<file path="config.mk">
export PLATFORM = sky130hd
export DESIGN_NAME = utf8_to_utf16_transcoder_top
export DESIGN_NICKNAME = d
export VERILOG_FILES = /design/src/sv/utt_pkg.sv /design/src/sv/utt_decode.sv /design/src/sv/utt_outbuf.sv /design/src/sv/utf8_to_utf16_transcoder_top.sv
export SDC_FILE = /design/constraint.sdc
export NUM_CORES = 1
export LEC_CHECK = 0
export ABC_AREA = 1
export BUFFER_PORTS_ARGS = -buffer_cell sky130_fd_sc_hd__buf_2
export CAP_MARGIN = 20
export CELL_PAD_IN_SITES_DETAIL_PLACEMENT = 0
export CELL_PAD_IN_SITES_GLOBAL_PLACEMENT = 1
export CORE_ASPECT_RATIO = 0.6
export CORE_MARGIN = 8
export CORE_UTILIZATION = 43
export DETAILED_ROUTE_END_ITERATION = 10
export GPL_TIMING_DRIVEN = 0
export PLACE_DENSITY_LB_ADDON = 0.1
export SETUP_SLACK_MARGIN = 0.4
export SLEW_MARGIN = 10
export SYNTH_ARGS = -nofsm -noshare
export SYNTH_HDL_FRONTEND = slang
export SYNTH_SLANG_ARGS = --single-unit
</file>
<file path="constraint.sdc">
create_clock -name i_clk -period 5.6 [get_ports i_clk]
set_input_delay 0.84 -clock i_clk [delete_from_list [all_inputs] [get_ports i_clk]]
set_output_delay 0.84 -clock i_clk [all_outputs]
set_load 0.01 [all_outputs]
</file>
<file path="src/sv/utt_pkg.sv">
// Shared types and constants for the UTF-8 to UTF-16 transcoder.
// No dependencies; imported by every module of the block.
package utt_pkg;

    localparam logic [15:0] SURR_HI_BASE = 16'hD800;
    localparam logic [15:0] SURR_LO_BASE = 16'hDC00;
    localparam logic [4:0]  SURR_TOP5    = 5'b11011;
    localparam logic [20:0] SUPP_BASE    = 21'h010000;
    localparam logic [20:0] CP_MAX       = 21'h10FFFF;
    localparam logic [1:0]  OUT_DEPTH    = 2'd2;

    typedef enum logic [2:0] {
        ST_OK        = 3'd0,
        ST_BAD_LEAD  = 3'd1,
        ST_BAD_CONT  = 3'd2,
        ST_TRUNCATED = 3'd3,
        ST_SURROGATE = 3'd4,
        ST_RANGE     = 3'd5
    } t_status;

    typedef struct packed {
        logic [15:0] code_unit;
        t_status     status;
        logic        run_last;
        logic        string_end;
    } t_result;

    typedef struct packed {
        logic [1:0]  rem;
        logic [20:0] pcp;
        logic        fault;
        logic        disc;
    } t_state;

    localparam t_state STATE_CLEAR = '{rem: 2'd0, pcp: 21'd0, fault: 1'b0, disc: 1'b0};

endpackage

</file>
<file path="src/sv/utt_decode.sv">
// Sequence decoder: holds the pending sequence state and forms up to two results per byte.
// Depends on utt_pkg.
module utt_decode (
    input  logic             i_clk,
    input  logic             i_rst_n,
    input  logic             i_adv,
    input  logic [7:0]       i_byte,
    input  logic             i_last,
    output logic [1:0]       o_cnt,
    output utt_pkg::t_result o_res0,
    output utt_pkg::t_result o_res1
);
    import utt_pkg::*;

    t_state      r_state;
    t_state      n_state;
    logic [20:0] cont_pcp;
    logic [1:0]  cont_rem;
    logic        cont_fault;
    logic [20:0] fin_cp;
    logic [19:0] fin_v;
    logic [1:0]  fin_cnt;
    t_result     fin_r0;
    t_result     fin_r1;
    logic        fin_err;

    function automatic t_result f_err(input t_status st, input logic last);
        t_result r;
        r.code_unit  = 16'd0;
        r.status     = st;
        r.run_last   = 1'b1;
        r.string_end = last;
        return r;
    endfunction

    always_comb begin
        cont_pcp   = {r_state.pcp[14:0], i_byte[5:0]};
        cont_rem   = r_state.rem - 2'd1;
        cont_fault = r_state.fault | (i_byte[7:6] != 2'b10);
        fin_cp     = (r_state.rem == 2'd0) ? {13'd0, i_byte} : cont_pcp;
        fin_v      = fin_cp[19:0] - SUPP_BASE[19:0];
        fin_r1     = '{code_unit: SURR_LO_BASE | {6'd0, fin_v[9:0]}, status: ST_OK,
                       run_last: 1'b1, string_end: i_last};
        fin_err    = 1'b0;
        if (fin_cp < SUPP_BASE) begin
            if (fin_cp[15:11] == SURR_TOP5) begin
                fin_cnt = 2'd1;
                fin_r0  = f_err(ST_SURROGATE, i_last);
                fin_err = 1'b1;
            end else begin
                fin_cnt = 2'd1;
                fin_r0  = '{code_unit: fin_cp[15:0], status: ST_OK,
                            run_last: 1'b1, string_end: i_last};
            end
        end else if (fin_cp <= CP_MAX) begin
            fin_cnt = 2'd2;
            fin_r0  = '{code_unit: SURR_HI_BASE | {6'd0, fin_v[19:10]}, status: ST_OK,
                        run_last: 1'b0, string_end: i_last};
        end else begin
            fin_cnt = 2'd1;
            fin_r0  = f_err(ST_RANGE, i_last);
            fin_err = 1'b1;
        end
    end

    always_comb begin
        n_state = r_state;
        o_cnt   = 2'd0;
        o_res0  = fin_r0;
        o_res1  = fin_r1;
        if (r_state.disc) begin
            if (i_last) begin
                n_state = STATE_CLEAR;
            end
        end else if (r_state.rem == 2'd0) begin
            case (i_byte) inside
                [8'h00:8'h7F]: begin
                    n_state = STATE_CLEAR;
                    o_cnt   = fin_cnt;
                end
                [8'hC0:8'hF7]: begin
                    if (i_last) begin
                        n_state      = STATE_CLEAR;
                        o_cnt        = 2'd1;
                        o_res0       = f_err(ST_TRUNCATED, i_last);
                    end else begin
                        n_state.fault = 1'b0;
                        n_state.disc  = 1'b0;
                        if (i_byte[5] == 1'b0) begin
                            n_state.rem = 2'd1;
                            n_state.pcp = {16'd0, i_byte[4:0]};
                        end else if (i_byte[4] == 1'b0) begin
                            n_state.rem = 2'd2;
                            n_state.pcp = {17'd0, i_byte[3:0]};
                        end else begin
                            n_state.rem = 2'd3;
                            n_state.pcp = {18'd0, i_byte[2:0]};
                        end
                    end
                end
                default: begin
                    n_state      = STATE_CLEAR;
                    n_state.disc = !i_last;
                    o_cnt        = 2'd1;
                    o_res0       = f_err(ST_BAD_LEAD, i_last);
                end
            endcase
        end else if (cont_rem != 2'd0) begin
            if (i_last) begin
                n_state = STATE_CLEAR;
                o_cnt   = 2'd1;
                o_res0  = f_err(ST_TRUNCATED, i_last);
            end else begin
                n_state.rem   = cont_rem;
                n_state.pcp   = cont_pcp;
                n_state.fault = cont_fault;
            end
        end else if (cont_fault) begin
            n_state      = STATE_CLEAR;
            n_state.disc = !i_last;
            o_cnt        = 2'd1;
            o_res0       = f_err(ST_BAD_CONT, i_last);
        end else begin
            n_state      = STATE_CLEAR;
            n_state.disc = fin_err & !i_last;
            o_cnt        = fin_cnt;
        end
        if (o_cnt == 2'd1 && fin_err == 1'b0 && o_res0.status == ST_OK) begin
            o_res0.run_last = 1'b1;
        end
    end

    always_ff @(posedge i_clk) begin
        if (!i_rst_n) begin
            r_state <= STATE_CLEAR;
        end else if (i_adv) begin
            r_state <= n_state;
        end
    end

`ifndef SYNTH
    a_disc_silent: assert property (@(posedge i_clk) disable iff (!i_rst_n)
        r_state.disc |-> o_cnt == 2'd0)
        else $error("result formed while dropping bytes");
    a_pair_form: assert property (@(posedge i_clk) disable iff (!i_rst_n)
        o_cnt == 2'd2 |-> o_res0.code_unit[15:10] == 6'b110110
                          && o_res1.code_unit[15:10] == 6'b110111 && !o_res0.run_last)
        else $error("malformed surrogate pair");
    a_end_clears: assert property (@(posedge i_clk) disable iff (!i_rst_n)
        i_adv && i_last |=> r_state.rem == 2'd0 && !r_state.disc && !r_state.fault)
        else $error("state not cleared at string end");
`endif

endmodule

</file>
<file path="src/sv/utt_outbuf.sv">
// Two-slot result queue that drives the output channel and absorbs surrogate pairs.
// Depends on utt_pkg.
module utt_outbuf (
    input  logic             i_clk,
    input  logic             i_rst_n,
    input  logic             i_res_valid,
    input  logic [1:0]       i_res_cnt,
    input  utt_pkg::t_result i_res0,
    input  utt_pkg::t_result i_res1,
    output logic             o_take,
    output logic             o_valid,
    input  logic             i_stall,
    output utt_pkg::t_result o_head
);
    import utt_pkg::*;

    logic [1:0] r_cnt;
    logic [1:0] n_cnt;
    t_result    r_slot [2];
    t_result    n_slot [2];
    logic       pop;
    logic       push;
    logic [1:0] base;
    logic [2:0] need;

    always_comb begin
        pop    = (r_cnt != 2'd0) && !i_stall;
        base   = r_cnt - {1'b0, pop};
        need   = {1'b0, base} + {1'b0, i_res_cnt};
        o_take = need <= {1'b0, OUT_DEPTH};
        push   = i_res_valid && o_take;
        n_slot = r_slot;
        if (pop) begin
            n_slot[0] = r_slot[1];
        end
        if (push && i_res_cnt != 2'd0) begin
            n_slot[base[0]] = i_res0;
            if (i_res_cnt == 2'd2) begin
                n_slot[1] = i_res1;
            end
        end
        n_cnt = push ? need[1:0] : base;
    end

    always_ff @(posedge i_clk) begin
        if (!i_rst_n) begin
            r_cnt <= 2'd0;
        end else begin
            r_cnt <= n_cnt;
        end
    end

    always_ff @(posedge i_clk) begin
        r_slot <= n_slot;
    end

    assign o_valid = r_cnt != 2'd0;
    assign o_head  = r_slot[0];

`ifndef SYNTH
    a_cnt_bound: assert property (@(posedge i_clk) disable iff (!i_rst_n)
        r_cnt <= OUT_DEPTH)
        else $error("result queue overfilled");
    a_cnt_step: assert property (@(posedge i_clk) disable iff (!i_rst_n)
        !i_res_valid && !o_valid |=> r_cnt == 2'd0)
        else $error("result queue filled without a transaction");
    a_err_zero: assert property (@(posedge i_clk) disable iff (!i_rst_n)
        o_valid && o_head.status != ST_OK |-> o_head.code_unit == 16'd0 && o_head.run_last)
        else $error("error result carries a code unit");
`endif

endmodule

</file>
<file path="src/sv/utf8_to_utf16_transcoder_top.sv">
// UTF-8 to UTF-16 transcoder, top level: input register, decoder, result queue.
// Path: each byte is held in the input register, decoded combinationally, then registered in the queue.
// Throughput: one byte per cycle; the two-slot queue absorbs a surrogate pair, so the
// input stalls only when a stalled output leaves too little room for the next byte's results.
// Reset: synchronous, active low; clears sequence state and empties the queue.
// Depends on utt_pkg, utt_decode and utt_outbuf.
module utf8_to_utf16_transcoder_top (
    input  logic        i_clk,
    input  logic        i_rst_n,
    input  logic        i_valid,
    output logic        o_stall,
    input  logic [7:0]  i_byte_value,
    input  logic        i_string_last,
    output logic        o_valid,
    input  logic        i_stall,
    output logic [15:0] o_code_unit,
    output logic [2:0]  o_status,
    output logic        o_run_last,
    output logic        o_string_end
);
    import utt_pkg::*;

    logic       r_in_valid;
    logic [7:0] r_byte;
    logic       r_last;
    logic       take;
    logic [1:0] res_cnt;
    t_result    res0;
    t_result    res1;
    t_result    head;

    assign o_stall = r_in_valid && !take;

    always_ff @(posedge i_clk) begin
        if (!i_rst_n) begin
            r_in_valid <= 1'b0;
        end else if (!o_stall) begin
            r_in_valid <= i_valid;
        end
    end

    always_ff @(posedge i_clk) begin
        if (!o_stall && i_valid) begin
            r_byte <= i_byte_value;
            r_last <= i_string_last;
        end
    end

    utt_decode u_decode (
        .i_clk   (i_clk),
        .i_rst_n (i_rst_n),
        .i_adv   (r_in_valid && take),
        .i_byte  (r_byte),
        .i_last  (r_last),
        .o_cnt   (res_cnt),
        .o_res0  (res0),
        .o_res1  (res1)
    );

    utt_outbuf u_outbuf (
        .i_clk       (i_clk),
        .i_rst_n     (i_rst_n),
        .i_res_valid (r_in_valid),
        .i_res_cnt   (res_cnt),
        .i_res0      (res0),
        .i_res1      (res1),
        .o_take      (take),
        .o_valid     (o_valid),
        .i_stall     (i_stall),
        .o_head      (head)
    );

    assign o_code_unit  = head.code_unit;
    assign o_status     = head.status;
    assign o_run_last   = head.run_last;
    assign o_string_end = head.string_end;

endmodule

</file>
======== After elaboration in Yosys (flattened, before gate mapping) ========
Cells that the tools add are included.
Widths: inputs -> output; s select.
storage, ports and cells
  flip-flop bits (word level) ............. 73
  output and inout bits ................... 23
cells by class
  add/subtract/negate cells ............... 4
  order comparisons ....................... 9
  equal/unequal tests ..................... 5
  mux-type cells .......................... 42
  bitwise logic cells ..................... 4
  reductions and logical operators ........ 20
operators with widths
  operator                count
  $mux 21                 14
  $mux 25                 7
  $bwmux 42               1
  $mux 42                 1
  $mux 24                 1
  $mux 23                 1
  $mux 22                 1
  $demux 21 s1            1
  $le 21x21->1 const B    1
  $lt 21x17->1 const B    1
  $sub 20x17->20 const B  1
  $mux 2                  9
  $logic_and 1x1->1       10
  $ge 8x1->1 const B      1
  $ge 8x8->1 const B      1
  $le 8x7->1 const B      1
  $le 8x8->1 const B      1
  $mux 1                  6
  $reduce_bool 2->1       3
  $eq 5x5->1 const B      1
  $logic_not 1->1         4
  $ne 2x2->1 const B      2
  $add 2x2->3             1
  $le 3x2->1 const B      1
  other kinds (13)        13

======== Depth between registers and ports, before layout ========
Gate-level depths: netlist of run 1.
  depth in word-level cells ............... 16
  mapped depth ............................ 27
  mapped depth without buffers ............ 25

======== Modules after synthesis ========
From an unflattened synthesis of run 1, not the netlist that was laid out.
unflattened totals
  cells, all modules ...................... 593
  area, all modules ....................... 4,340.4 um^2
by module, submodules not included
  module                        times used  cells each  area each (um^2)  seq. area each (um^2)
  utt_outbuf                    1           304         2,338.5           1,091.0
  utt_decode                    1           270         1,671.6           380.4
  utf8_to_utf16_transcoder_top  1           19          330.3             290.3

======== Worst setup path after synthesis of run 1 ========
Ideal clock, no wire load.
  path kind ............................... input port to flip-flop
  start point ............................. input i_stall
  end point ............................... register with a tool-made name
  library setup time ...................... 0.378 ns
  data arrival time ....................... 3.912 ns
  setup slack ............................. 1.309 ns
  stages .................................. 15
  cells stage by stage .................... a21oi_2 -> clkbuf_1 -> ha_1 -> inv_1 -> clkbuf_1 -> ha_1 -> inv_1 -> fa_1 -> inv_1 -> nand2_1 -> nand3_1 -> inv_1 -> nand2_2 -> buf_6 -> nor2_1
RTL lines
  item             RTL line                            text
  start, declared  utf8_to_utf16_transcoder_top.sv:15  input logic i_stall,

======== Final worst setup path of run 1 ========
  start point ............................. input i_stall
  end point ............................... register u_decode.r_state, in the netlist u_decode.cont_pcp[18]
on the way
  longest elaborated chain between the ends .. 7
ends and longest elaborated chain
  item                        RTL line                            text
  $logic_not 1->1             utt_outbuf.sv:27                    pop = (r_cnt != 2'd0) && !i_stall;
  $logic_and 1x1->1           utt_outbuf.sv:27
  $sub 2x1->2                 utt_outbuf.sv:28                    base = r_cnt - {1'b0, pop};
  $add 2x2->3                 utt_outbuf.sv:29                    need = {1'b0, base} + {1'b0, i_res_cnt};
  $le 3x2->1                  utt_outbuf.sv:30                    o_take = need <= {1'b0, OUT_DEPTH};
  $logic_and 1x1->1           utf8_to_utf16_transcoder_top.sv:52  .i_adv (r_in_valid && take),
  $reduce_and 2->1 (no line)  -
  end signal, assigned        utt_decode.sv:137                   r_state <= n_state;
  end, declared               utt_decode.sv:15                    t_state r_state;
No other way between the ends.
A chain may end at the register's enable or synchronous reset.

==> flow_summary.yaml, run 1 <==
synthesis:
  yosysTopAreaCellShare_pct: 21.5
  synth_ff_type: "dfxtp_1"
  synth.largest_area_cell: "edfxtp_1"
  synth_most_common_cell: "nand2_1"
  yosysWarningCount: 0
  syn-num-nets: 615
  ys_ff_latch: 73
  synth_area_sq_um: 4200
  synthArstFlopShare_pct: 0
  synth_cell_types: 34
  synth_edf_count: 30
  synth_area_leaders: "edfxtp_1 21%, dfxtp_1 21%, nand2_1 19%, nand3_1 5.6%, inv_1 4.9%"
  ys_seq_area_share_pct: 42.0
  netlist_top_cells_count: "214 x nand2_1, 55 x inv_1, 47 x nand3_1"
  synthCells: 596
  syn_area_per_cell_sq_um: 7.04
timing:
  fin_skew_ns: 0.00564
  final_hold_viol_count: 0
  finalMaxSlewViolations: 0
  tns_ns: 0
  max_slew_margin_pct: 50.2
  timing.final.crit_share_pct: 86.8
  rsz0062_at_grt: "false"
  setup_viol: 0
  worstMarginPinSlew_ns: 0.744
  fin_hold_ws_ns: 0.468
  finalCriticalPeriod_ns: 4.86
  timing.fmax_mhz: 206
clock_tree:
  ctsHoldBuffers: 0
  tritoncts: "yes"
  cts_made_buffers: 9
  cts_resized: 0
  clk_pin_slew_worst_paths_ns: 0.06
  clk_latency_ns: 0.34
  cts_setup_buffers: 0
  cts.path.max_buffers: 2
  cts-root-buf: "clkbuf_16"
  clock-sinks: 73
  cts_htree_levels: 3
critical_path:
  rrSetupSlack_ns: 0.90
  critPathRequiredTime_ns: 5.80
  end_kind: "register"
  cp_num_cells: 17
  cp_num_buf_inv: 8
  critPathKind: "in2reg"
  r2r_start: "u_outbuf.r_cnt[1]$_SDFF_PN0_"
  worstPathCellList: "buf_2 -> a21oi_2 -> clkbuf_1 -> ha_1 -> inv_1 -> clkbuf_1 -> ha_1 -> inv_1 -> fa_1 -> inv_1 -> nand2_1 -> nand3_1 -> a21oi_2 -> inv_1 -> clkbuf_1 -> a21oi_1 -> a211oi_1"
  slowest_delay_ns: 0.50
  critPathSlowestCell: "a21oi_2"
  cp_max_fo: 10
  critPathArrivalTime_ns: 5.06
  reg2regPathDepth: 17
  r2r_end: "u_decode.cont_pcp[18]$_SDFFE_PN0P_"
  path_common_cell: "inv_1"
  worst_setup_path_start_kind: "primary input"
  path_delay_family: "buffers and inverters"
cells_and_area:
  fillers: 992
  diodes: 0
  nets: 661
  final_area_sq_um: 4830
  area_growth_pct: 15.0
  fin_util_pct: 49.9
  drive_gt1_share_pct: 13.9
floorplanning:
  core_area_sq_um: 9670
  pin_count: 36
  dieWidth_um: 144
  design.die.area_sq_um: 13300
  row_count: 28
  die_h_um: 92.5
  start_util_pct: 43.4
routing:
  avgRoutedWirePerCell_um: 15.2
  vias: 4065
  wl_met1_mm: 6.27
  antenna_left: 0
  route.met3.wl_um: 968
  first_pass_iters: 5
  wl_met2_mm: 4.58
  routed.top_layer: "met4"
  route.detailed.drc: 0
  via_per_inst: 5.20
  initialDrtViolationCount: 402
  wl_mm: 11.9
power_and_ir_drop:
  leakagePower_nw: 2.21
  max-vdd-ir-drop_mv: 0.283
  power_density_nw_per_um2: 586
global_route:
  grt_pass1_wl_mm: 19.5
  grt_pass1_vias: 3738
  grt_max_degree: 12
  overflow: 0
  antenna_found_initial: 0
  gr-usage-all-layers_pct: 18.8
min_path:
  worstHoldPathCells: 2
  hp-class: "reg2reg"
  min_to: "u_decode.cont_pcp[20]$_SDFFE_PN0P_"
  min_from: "u_decode.cont_pcp[20]$_SDFFE_PN0P_"
flow_run:
  cap_violations: 0
place:
  gp_congestion: 0.884
  placed_area_sq_um: 4540
  portBuffers: 35
  dpl.hpwl_mm: 9.21
outcome:
  outcome: "complete, no violations"
==> worst min-delay path, stage by stage (launching register included) <==
cell	delay, ns
dfxtp_1	0.31
nand2_1	0.06
a21oi_1	0.05
==> power breakdown <==
group	internal [mW]	switching [mW]	total [mW]	leakage, nW
Combinational	0.453	0.987	1.44	1.44
Clock	0.340	0.220	0.560	0.136
Sequential	0.758	0.0699	0.828	0.636
Total	1.55	1.28	2.83	2.21
==> how the worst max path moves through the flow <==
| stage | startpoint | endpoint |
|---|---|---|
| 2_1_floorplan | i_stall | register |
| 6_report | i_stall | u_decode.cont_pcp[18]$_SDFFE_PN0P_ |
| 3_5_place_dp | i_stall | register |
| 3_3_place_gp | i_stall | register |
| 4_1_cts | i_stall | register |
| 5_1_grt | i_stall | u_decode.cont_pcp[18]$_SDFFE_PN0P_ |
==> routing by layer <==
| metal | up-vias | track usage, % |
|---|---|---|
| li1 | 2012 | - |
| met2 | 148 | 25.8 |
| met1 | 1895 | 28.3 |
| met3 | 10 | 5.19 |
| met4 | 0 | 4.35 |
| met5 | - | 0 |
==> metrics by stage <==
step / total power, mW / setup slack, ns / instances
final: 2.83 / 0.741 / 782
after global routing: 3.05 / 0.415 / 782
after CTS: 2.81 / 0.405 / 782
after detailed placement: 2.25 / 0.0770 / 766
after global placement: 2.24 / 0.0721 / 766
after floorplan: 1.82 / 1.31 / 596
==> layout by cell type, fill, tap and decap left out, types with 9 or more instances in the layout <==
cell	instances
nor2_1	35
a21oi_1	33
buf_4	22
nand4_1	9
nand3_1	47
o21ai_0	41
dfxtp_1	43
clkbuf_1	19
buf_2	38
inv_1	55
clkbuf_16	9
nand2_1	214
edfxtp_1	30
==> cells by family (layout without fill, tap and decap cells) <==
group                    count (synthesis)  in the layout  synth area share, %
adder cells (fa/ha/maj)                  6              6                 1.97
flip-flops                              73             73                 42.0
XOR/XNOR                                 3              3                0.626
buffers and inverters                  104            155                 11.9
AO/OA/AOI/OAI                           90             90                 11.6
AND/OR/NAND/NOR                        320            320                 32.0
==> final cells by class <==
type	instances	area [sq um]	share of cell area (%)
Buffer	45	278	5.75
Clock inverter	5	46.3	0.959
Multi-Input combinational cell	419	1940	40.3
Timing Repair Buffer	35	175	3.63
Sequential cell	73	1760	36.5
Clock buffer	11	233	4.82
Tap cell	135	169	3.50
Inverter	59	221	4.59
Power figures use the tool's default switching activity.
==> run 2, diff against run 1 <==
--- a/config.mk
+++ b/config.mk
@@ -12,12 +12,12 @@
 export CELL_PAD_IN_SITES_GLOBAL_PLACEMENT = 1
 export CORE_ASPECT_RATIO = 0.6
 export CORE_MARGIN = 8
-export CORE_UTILIZATION = 43
+export CORE_UTILIZATION = 44
 export DETAILED_ROUTE_END_ITERATION = 10
 export GPL_TIMING_DRIVEN = 0
 export PLACE_DENSITY_LB_ADDON = 0.1
 export SETUP_SLACK_MARGIN = 0.4
-export SLEW_MARGIN = 10
 export SYNTH_ARGS = -nofsm -noshare
 export SYNTH_HDL_FRONTEND = slang
+export SYNTH_HIERARCHICAL = 1
 export SYNTH_SLANG_ARGS = --single-unit
==> flow_summary.yaml, run 2 <==
synthesis:
  ys_seq_area_share_pct: 40.6
  synth_area_sq_um: 4340
  synth_cell_types: 37
  netlist_top_cells_count: "187 x nand2_1, 85 x nand3_1, 45 x buf_4"
  synth_area_leaders: "edfxtp_1 21%, dfxtp_1 20%, nand2_1 16%, nand3_1 9.8%, buf_4 7.8%"
  yosysTopAreaCellShare_pct: 20.8
  synth_edf_count: 30
  synth_ff_type: "dfxtp_1"
  yosysWarningCount: 6
  synth.largest_area_cell: "edfxtp_1"
  synthCells: 593
  synthArstFlopShare_pct: 0
  synth_most_common_cell: "nand2_1"
  syn_area_per_cell_sq_um: 7.32
  ys_ff_latch: 73
timing:
  fin_skew_ns: 0.00559
  rsz0062_at_grt: "false"
  setup_ws_ns: 0.655
  max_slew_margin_pct: 60.3
  timing.fmax_mhz: 202
  fin_hold_ws_ns: 0.478
  worstMarginPinSlew_ns: 0.591
  finalMaxSlewViolations: 0
  finalCriticalPeriod_ns: 4.94
  setup_viol: 0
  timing.final.crit_share_pct: 88.3
  final_hold_viol_count: 0
place:
  gp_congestion: 0.915
  placed_area_sq_um: 4710
  portBuffers: 35
  dpl.hpwl_mm: 9.19
  dp_slack_ns: -0.00644
global_route:
  gr-usage-all-layers_pct: 18.7
  antenna_found_initial: 0
  grt_max_degree: 22
  grt_pass1_wl_mm: 19.3
  overflow: 0
  grt_pass1_vias: 3776
min_path:
  hp-class: "reg2reg"
  min_from: "u_decode/cont_pcp[20]$_SDFFE_PN0P_"
  worstHoldPathCells: 2
clock_tree:
  ctsHoldBuffers: 0
  cts-root-buf: "clkbuf_16"
  cts_made_buffers: 9
  tritoncts: "yes"
  cts_htree_levels: 3
  clk_latency_ns: 0.34
  clk_pin_slew_worst_paths_ns: 0.06
  clock-sinks: 73
  cts.path.max_buffers: 2
power_and_ir_drop:
  leakagePower_nw: 2.34
  finalPower_mw: 2.64
  max-vdd-ir-drop_mv: 0.188
  power_density_nw_per_um2: 520
critical_path:
  critPathKind: "reg2out"
  critPathRequiredTime_ns: 4.76
  worstPathCellList: "inv_1 -> ha_1 -> buf_4 -> inv_4 -> nand2_1 -> nand2_1 -> nand2_1 -> nor2_1 -> nand3_1 -> nand3_4 -> nand2_4 -> o21ai_1 -> inv_1 -> nor3_4 -> buf_6 -> inv_1 -> fa_1 -> inv_2 -> a21oi_2 -> inv_1 -> nand2_2 -> inv_2 -> buf_2"
  cp_max_fo: 10
  cp_num_buf_inv: 10
  reg2regPathDepth: 26
  path_delay_family: "simple AND/OR/NAND/NOR gates"
  crit_path_start: "u_decode/r_state[23]$_SDFFE_PN0P_"
  critPathArrivalTime_ns: 4.10
  r2r_start: "u_decode/r_state[23]$_SDFFE_PN0P_"
  worst_setup_path_start_kind: "register"
  slowest_delay_ns: 0.57
  cp_num_cells: 23
  critPathSlowestCell: "fa_1"
  end_kind: "output pin"
  path_common_cell: "inv_1"
floorplanning:
  core_area_sq_um: 9740
  design.die.area_sq_um: 13400
  pin_count: 36
  start_util_pct: 44.6
  dieWidth_um: 144
  die_h_um: 92.9
  row_count: 28
cells_and_area:
  area_growth_pct: 17.0
  layout_common_cells: "186 x nand2_1, 85 x nand3_1, 47 x buf_4"
  nets: 669
  final_common_cell: "nand2_1"
  drive_gt1_share_pct: 22.5
  diodes: 0
  final_area_sq_um: 5080
routing:
  first_pass_iters: 5
  antenna_left: 0
  initialDrtViolationCount: 485
  avgRoutedWirePerCell_um: 15.4
  via_per_inst: 5.10
  wl_mm: 12.1
  vias: 4021
  route.detailed.drc: 0
outcome:
  outcome: "complete, no violations"
flow_run:
  cap_violations: 0
## run 2: cell types whose count changed after synthesis, sizes merged, moves of 3 or more
| cell | before | now |
|---|---|---|
| a211oi | 4 | 1 |
| a21oi | 35 | 31 |
| buf | 28 | 53 |
| clkbuf | 17 | 10 |
| inv | 57 | 52 |
| nand2 | 219 | 195 |
| nand3 | 48 | 87 |
| nor2 | 38 | 31 |
| nor3 | 2 | 8 |
| o21ai | 44 | 19 |
## run 2: layer usage
layer  share of wire, %  wire [um]  global-route usage (%)
met1                 52       6280                    27.3
met4                1.3        154                    6.20
met2                 39       4700                    26.1
met5                  0          0                       0
met3                8.1        985                    4.78
## run 2: final cells by class
cell class                      count  area (sq um)
Buffer                             63           442
Clock buffer                        9           225
Clock inverter                      7          78.8
Fill cell                         984          4660
Inverter                           53           206
Multi-Input combinational cell    412          2010
Sequential cell                    73          1760
Tap cell                          135           169
Timing Repair Buffer               37           190
## run 2: final timing paths
path	endpoint	slack, ns
setup / recovery	o_stall	0.66
hold / removal	u_decode/cont_pcp[20]$_SDFFE_PN0P_	0.48
hold reg to reg	u_decode/cont_pcp[20]$_SDFFE_PN0P_	0.48
setup reg to reg	u_decode/cont_pcp[18]$_SDFFE_PN0P_	0.77
## run 2: stage by stage
step / utilization (%) / setup TNS (ns) / std cells
floorplan: - / 0 / 601
global placement: 48.4 / 0 / 771
detailed placement: 48.4 / -0.0894 / 771
CTS: 51.6 / 0 / 787
global route: 52.1 / 0 / 789
finish: 52.1 / 0 / 789
## run 2: report_power, final
part | switching (mW) | internal (mW) | leakage [nW] | total [mW]
logic | 0.810 | 0.445 | 1.56 | 1.26
registers | 0.0742 | 0.724 | 0.638 | 0.798
clock network | 0.237 | 0.348 | 0.139 | 0.586
total | 1.12 | 1.52 | 2.34 | 2.64
## run 2: logic make-up (layout without fill, tap and decap cells)
group                      count (synthesis)  after routing  share of synthesized area (%)
AOI/OAI and AO/OA                         59             59                           8.01
xor gates and xnor gates                   2              2                          0.404
adders and majority gates                  7              7                           2.19
buffers and inverters                    116            169                           14.8
DFF                                       73             73                           40.6
other                                      2             10                          0.173
and+or+nand+nor                          334            334                           33.9
## run 2: what timing repair did
item	in CTS	in global routing
setup endpoints to repair	37	37
pin swaps	0	1
gates resized for setup	3	11
buffers inserted	0	2
## run 2: tightest hold or removal path, cell delays in order, from the launching register on
cell	delay [ns]
dfxtp_1	0.31
nand2_1	0.06
a21oi_1	0.06
==> run 3, diff against run 2 <==
--- a/config.mk
+++ b/config.mk
@@ -10,7 +10,7 @@
 export CAP_MARGIN = 20
 export CELL_PAD_IN_SITES_DETAIL_PLACEMENT = 0
 export CELL_PAD_IN_SITES_GLOBAL_PLACEMENT = 1
-export CORE_ASPECT_RATIO = 0.6
+export CORE_ASPECT_RATIO = 1.2
 export CORE_MARGIN = 8
 export CORE_UTILIZATION = 44
 export DETAILED_ROUTE_END_ITERATION = 10
==> flow_summary.yaml, run 3 (synthesis results as in run 2) <==
critical_path:
  critPathArrivalTime_ns: 3.99
  path_common_cell: "nand2_1"
  worst_setup_path_start_kind: "register"
  critPathRequiredTime_ns: 4.76
  critPathSlowestCell: "fa_1"
  critPathKind: "reg2out"
  cp_max_fo: 9
  slowest_delay_ns: 0.52
  end_kind: "output pin"
power_and_ir_drop:
  finalPower_mw: 2.59
  leakagePower_nw: 2.34
  max-vdd-ir-drop_mv: 0.231
  power_density_nw_per_um2: 514
floorplanning:
  row_count: 39
  dieWidth_um: 107
  core_area_sq_um: 9560
  design.die.area_sq_um: 13300
  pin_count: 36
  start_util_pct: 45.4
  die_h_um: 125
routing:
  wl_mm: 10.5
  first_pass_iters: 5
  route.detailed.drc: 0
  avgRoutedWirePerCell_um: 13.5
  via_per_inst: 4.93
  initialDrtViolationCount: 175
  vias: 3832
  antenna_left: 0
timing:
  max_slew_margin_pct: 66.8
  setup_ws_ns: 0.773
  finalMaxSlewViolations: 0
  timing.fmax_mhz: 207
  finalCriticalPeriod_ns: 4.83
  fin_skew_ns: 0.00303
  final_hold_viol_count: 0
  rsz0062_at_grt: "false"
  tns_ns: 0
  timing.final.crit_share_pct: 86.2
  setup_viol: 0
  worstMarginPinSlew_ns: 0.494
cells_and_area:
  final_common_cell: "nand2_1"
  seq_area_sq_um: 1760
  drive_gt1_share_pct: 21.9
  nets: 669
  diodes: 0
  final_area_sq_um: 5050
  layout_common_cells: "187 x nand2_1, 85 x nand3_1, 48 x buf_4"
  area_growth_pct: 16.3
  multiInputGateArea_sq_um: 1980
  fillers: 992
clock_tree:
  tritoncts: "yes"
  cts.path.max_buffers: 2
  clk_latency_ns: 0.33
  cts_htree_levels: 3
  ctsHoldBuffers: 0
  clock-sinks: 73
  clk_pin_slew_worst_paths_ns: 0.05
  cts-root-buf: "clkbuf_16"
  cts_made_buffers: 9
place:
  placed_area_sq_um: 4700
  portBuffers: 35
  dp_slack_ns: 0.0767
  dpl.hpwl_mm: 8.33
  gp_congestion: 0.926
min_path:
  hp-class: "reg2reg"
global_route:
  overflow: 0
  gr-usage-all-layers_pct: 16.6
  grt_pass1_wl_mm: 17.9
  grt_max_degree: 22
  antenna_found_initial: 0
  grt_pass1_vias: 3732
flow_run:
  cap_violations: 0
outcome:
  outcome: "complete, no violations"
run 3: routing by layer:
layer / vias to the layer above / routed length [um] / GRT usage [%] / part of all wire (%)
li1: 2015 / - / - / -
met1: 1715 / 4670 / 19.2 / 44
met2: 85 / 5090 / 28.1 / 48
met3: 17 / 477 / 3.67 / 4.5
met4: 0 / 286 / 7.47 / 2.7
met5: - / 0 / 0 / 0
run 3: cell type report:
| cell class | count | share of cell area, % |
|---|---|---|
| multi-input cells | 412 | 39.3 |
| clock inverters | 5 | 1.59 |
| flip-flops and latches | 73 | 34.9 |
| inverters | 53 | 4.09 |
| clock buffers | 11 | 4.61 |
| repair buffers | 37 | 3.77 |
| plain buffers | 63 | 8.68 |
| well taps | 123 | 3.05 |
run 3: stage by stage:
step | utilization, % | std cells | hold slack (ns)
2_1_floorplan | - | 601 | 0.445
3_3_place_gp | 49.1 | 759 | 0.457
3_5_place_dp | 49.1 | 759 | 0.463
4_1_cts | 52.5 | 775 | 0.473
5_1_grt | 52.8 | 777 | 0.498
6_report | 52.8 | 777 | 0.469
run 3: power breakdown:
group	internal, mW	switching (mW)
clock network	0.389	0.211
registers	0.724	0.0684
logic	0.443	0.756
total	1.56	1.03
run 3: path summary, 6_finish.rpt:
| path | slack [ns] | start | depth (start not counted) | to |
|---|---|---|---|---|
| min reg2reg | 0.47 | u_decode/cont_pcp[20]$_SDFFE_PN0P_ | 2 | u_decode/cont_pcp[20]$_SDFFE_PN0P_ |
| min | 0.47 | u_decode/cont_pcp[20]$_SDFFE_PN0P_ | 2 | u_decode/cont_pcp[20]$_SDFFE_PN0P_ |
| max | 0.77 | u_decode/r_state[23]$_SDFFE_PN0P_ | 25 | o_stall |
| max reg2reg | 0.91 | u_decode/r_state[23]$_SDFFE_PN0P_ | 29 | u_decode/cont_pcp[7]$_SDFFE_PN0P_ |
run 3: worst max-delay path, delay by kind of cell (launching register included):
kind | cells | cell delay (ns)
AOI/OAI and AO/OA | 3 | 0.56
buffers and inverters | 9 | 0.76
adders and majority gates | 3 | 0.90
and+or+nand+nor | 10 | 1.03
DFF | 1 | 0.39
run 3: repair_timing:
| item | 4_1_cts | 5_1_grt |
|---|---|---|
| gates resized for setup | 2 | 6 |
| endpoints found under the setup margin | 37 | 37 |
| buffers inserted | 0 | 2 |
| pin swaps | 0 | 1 |
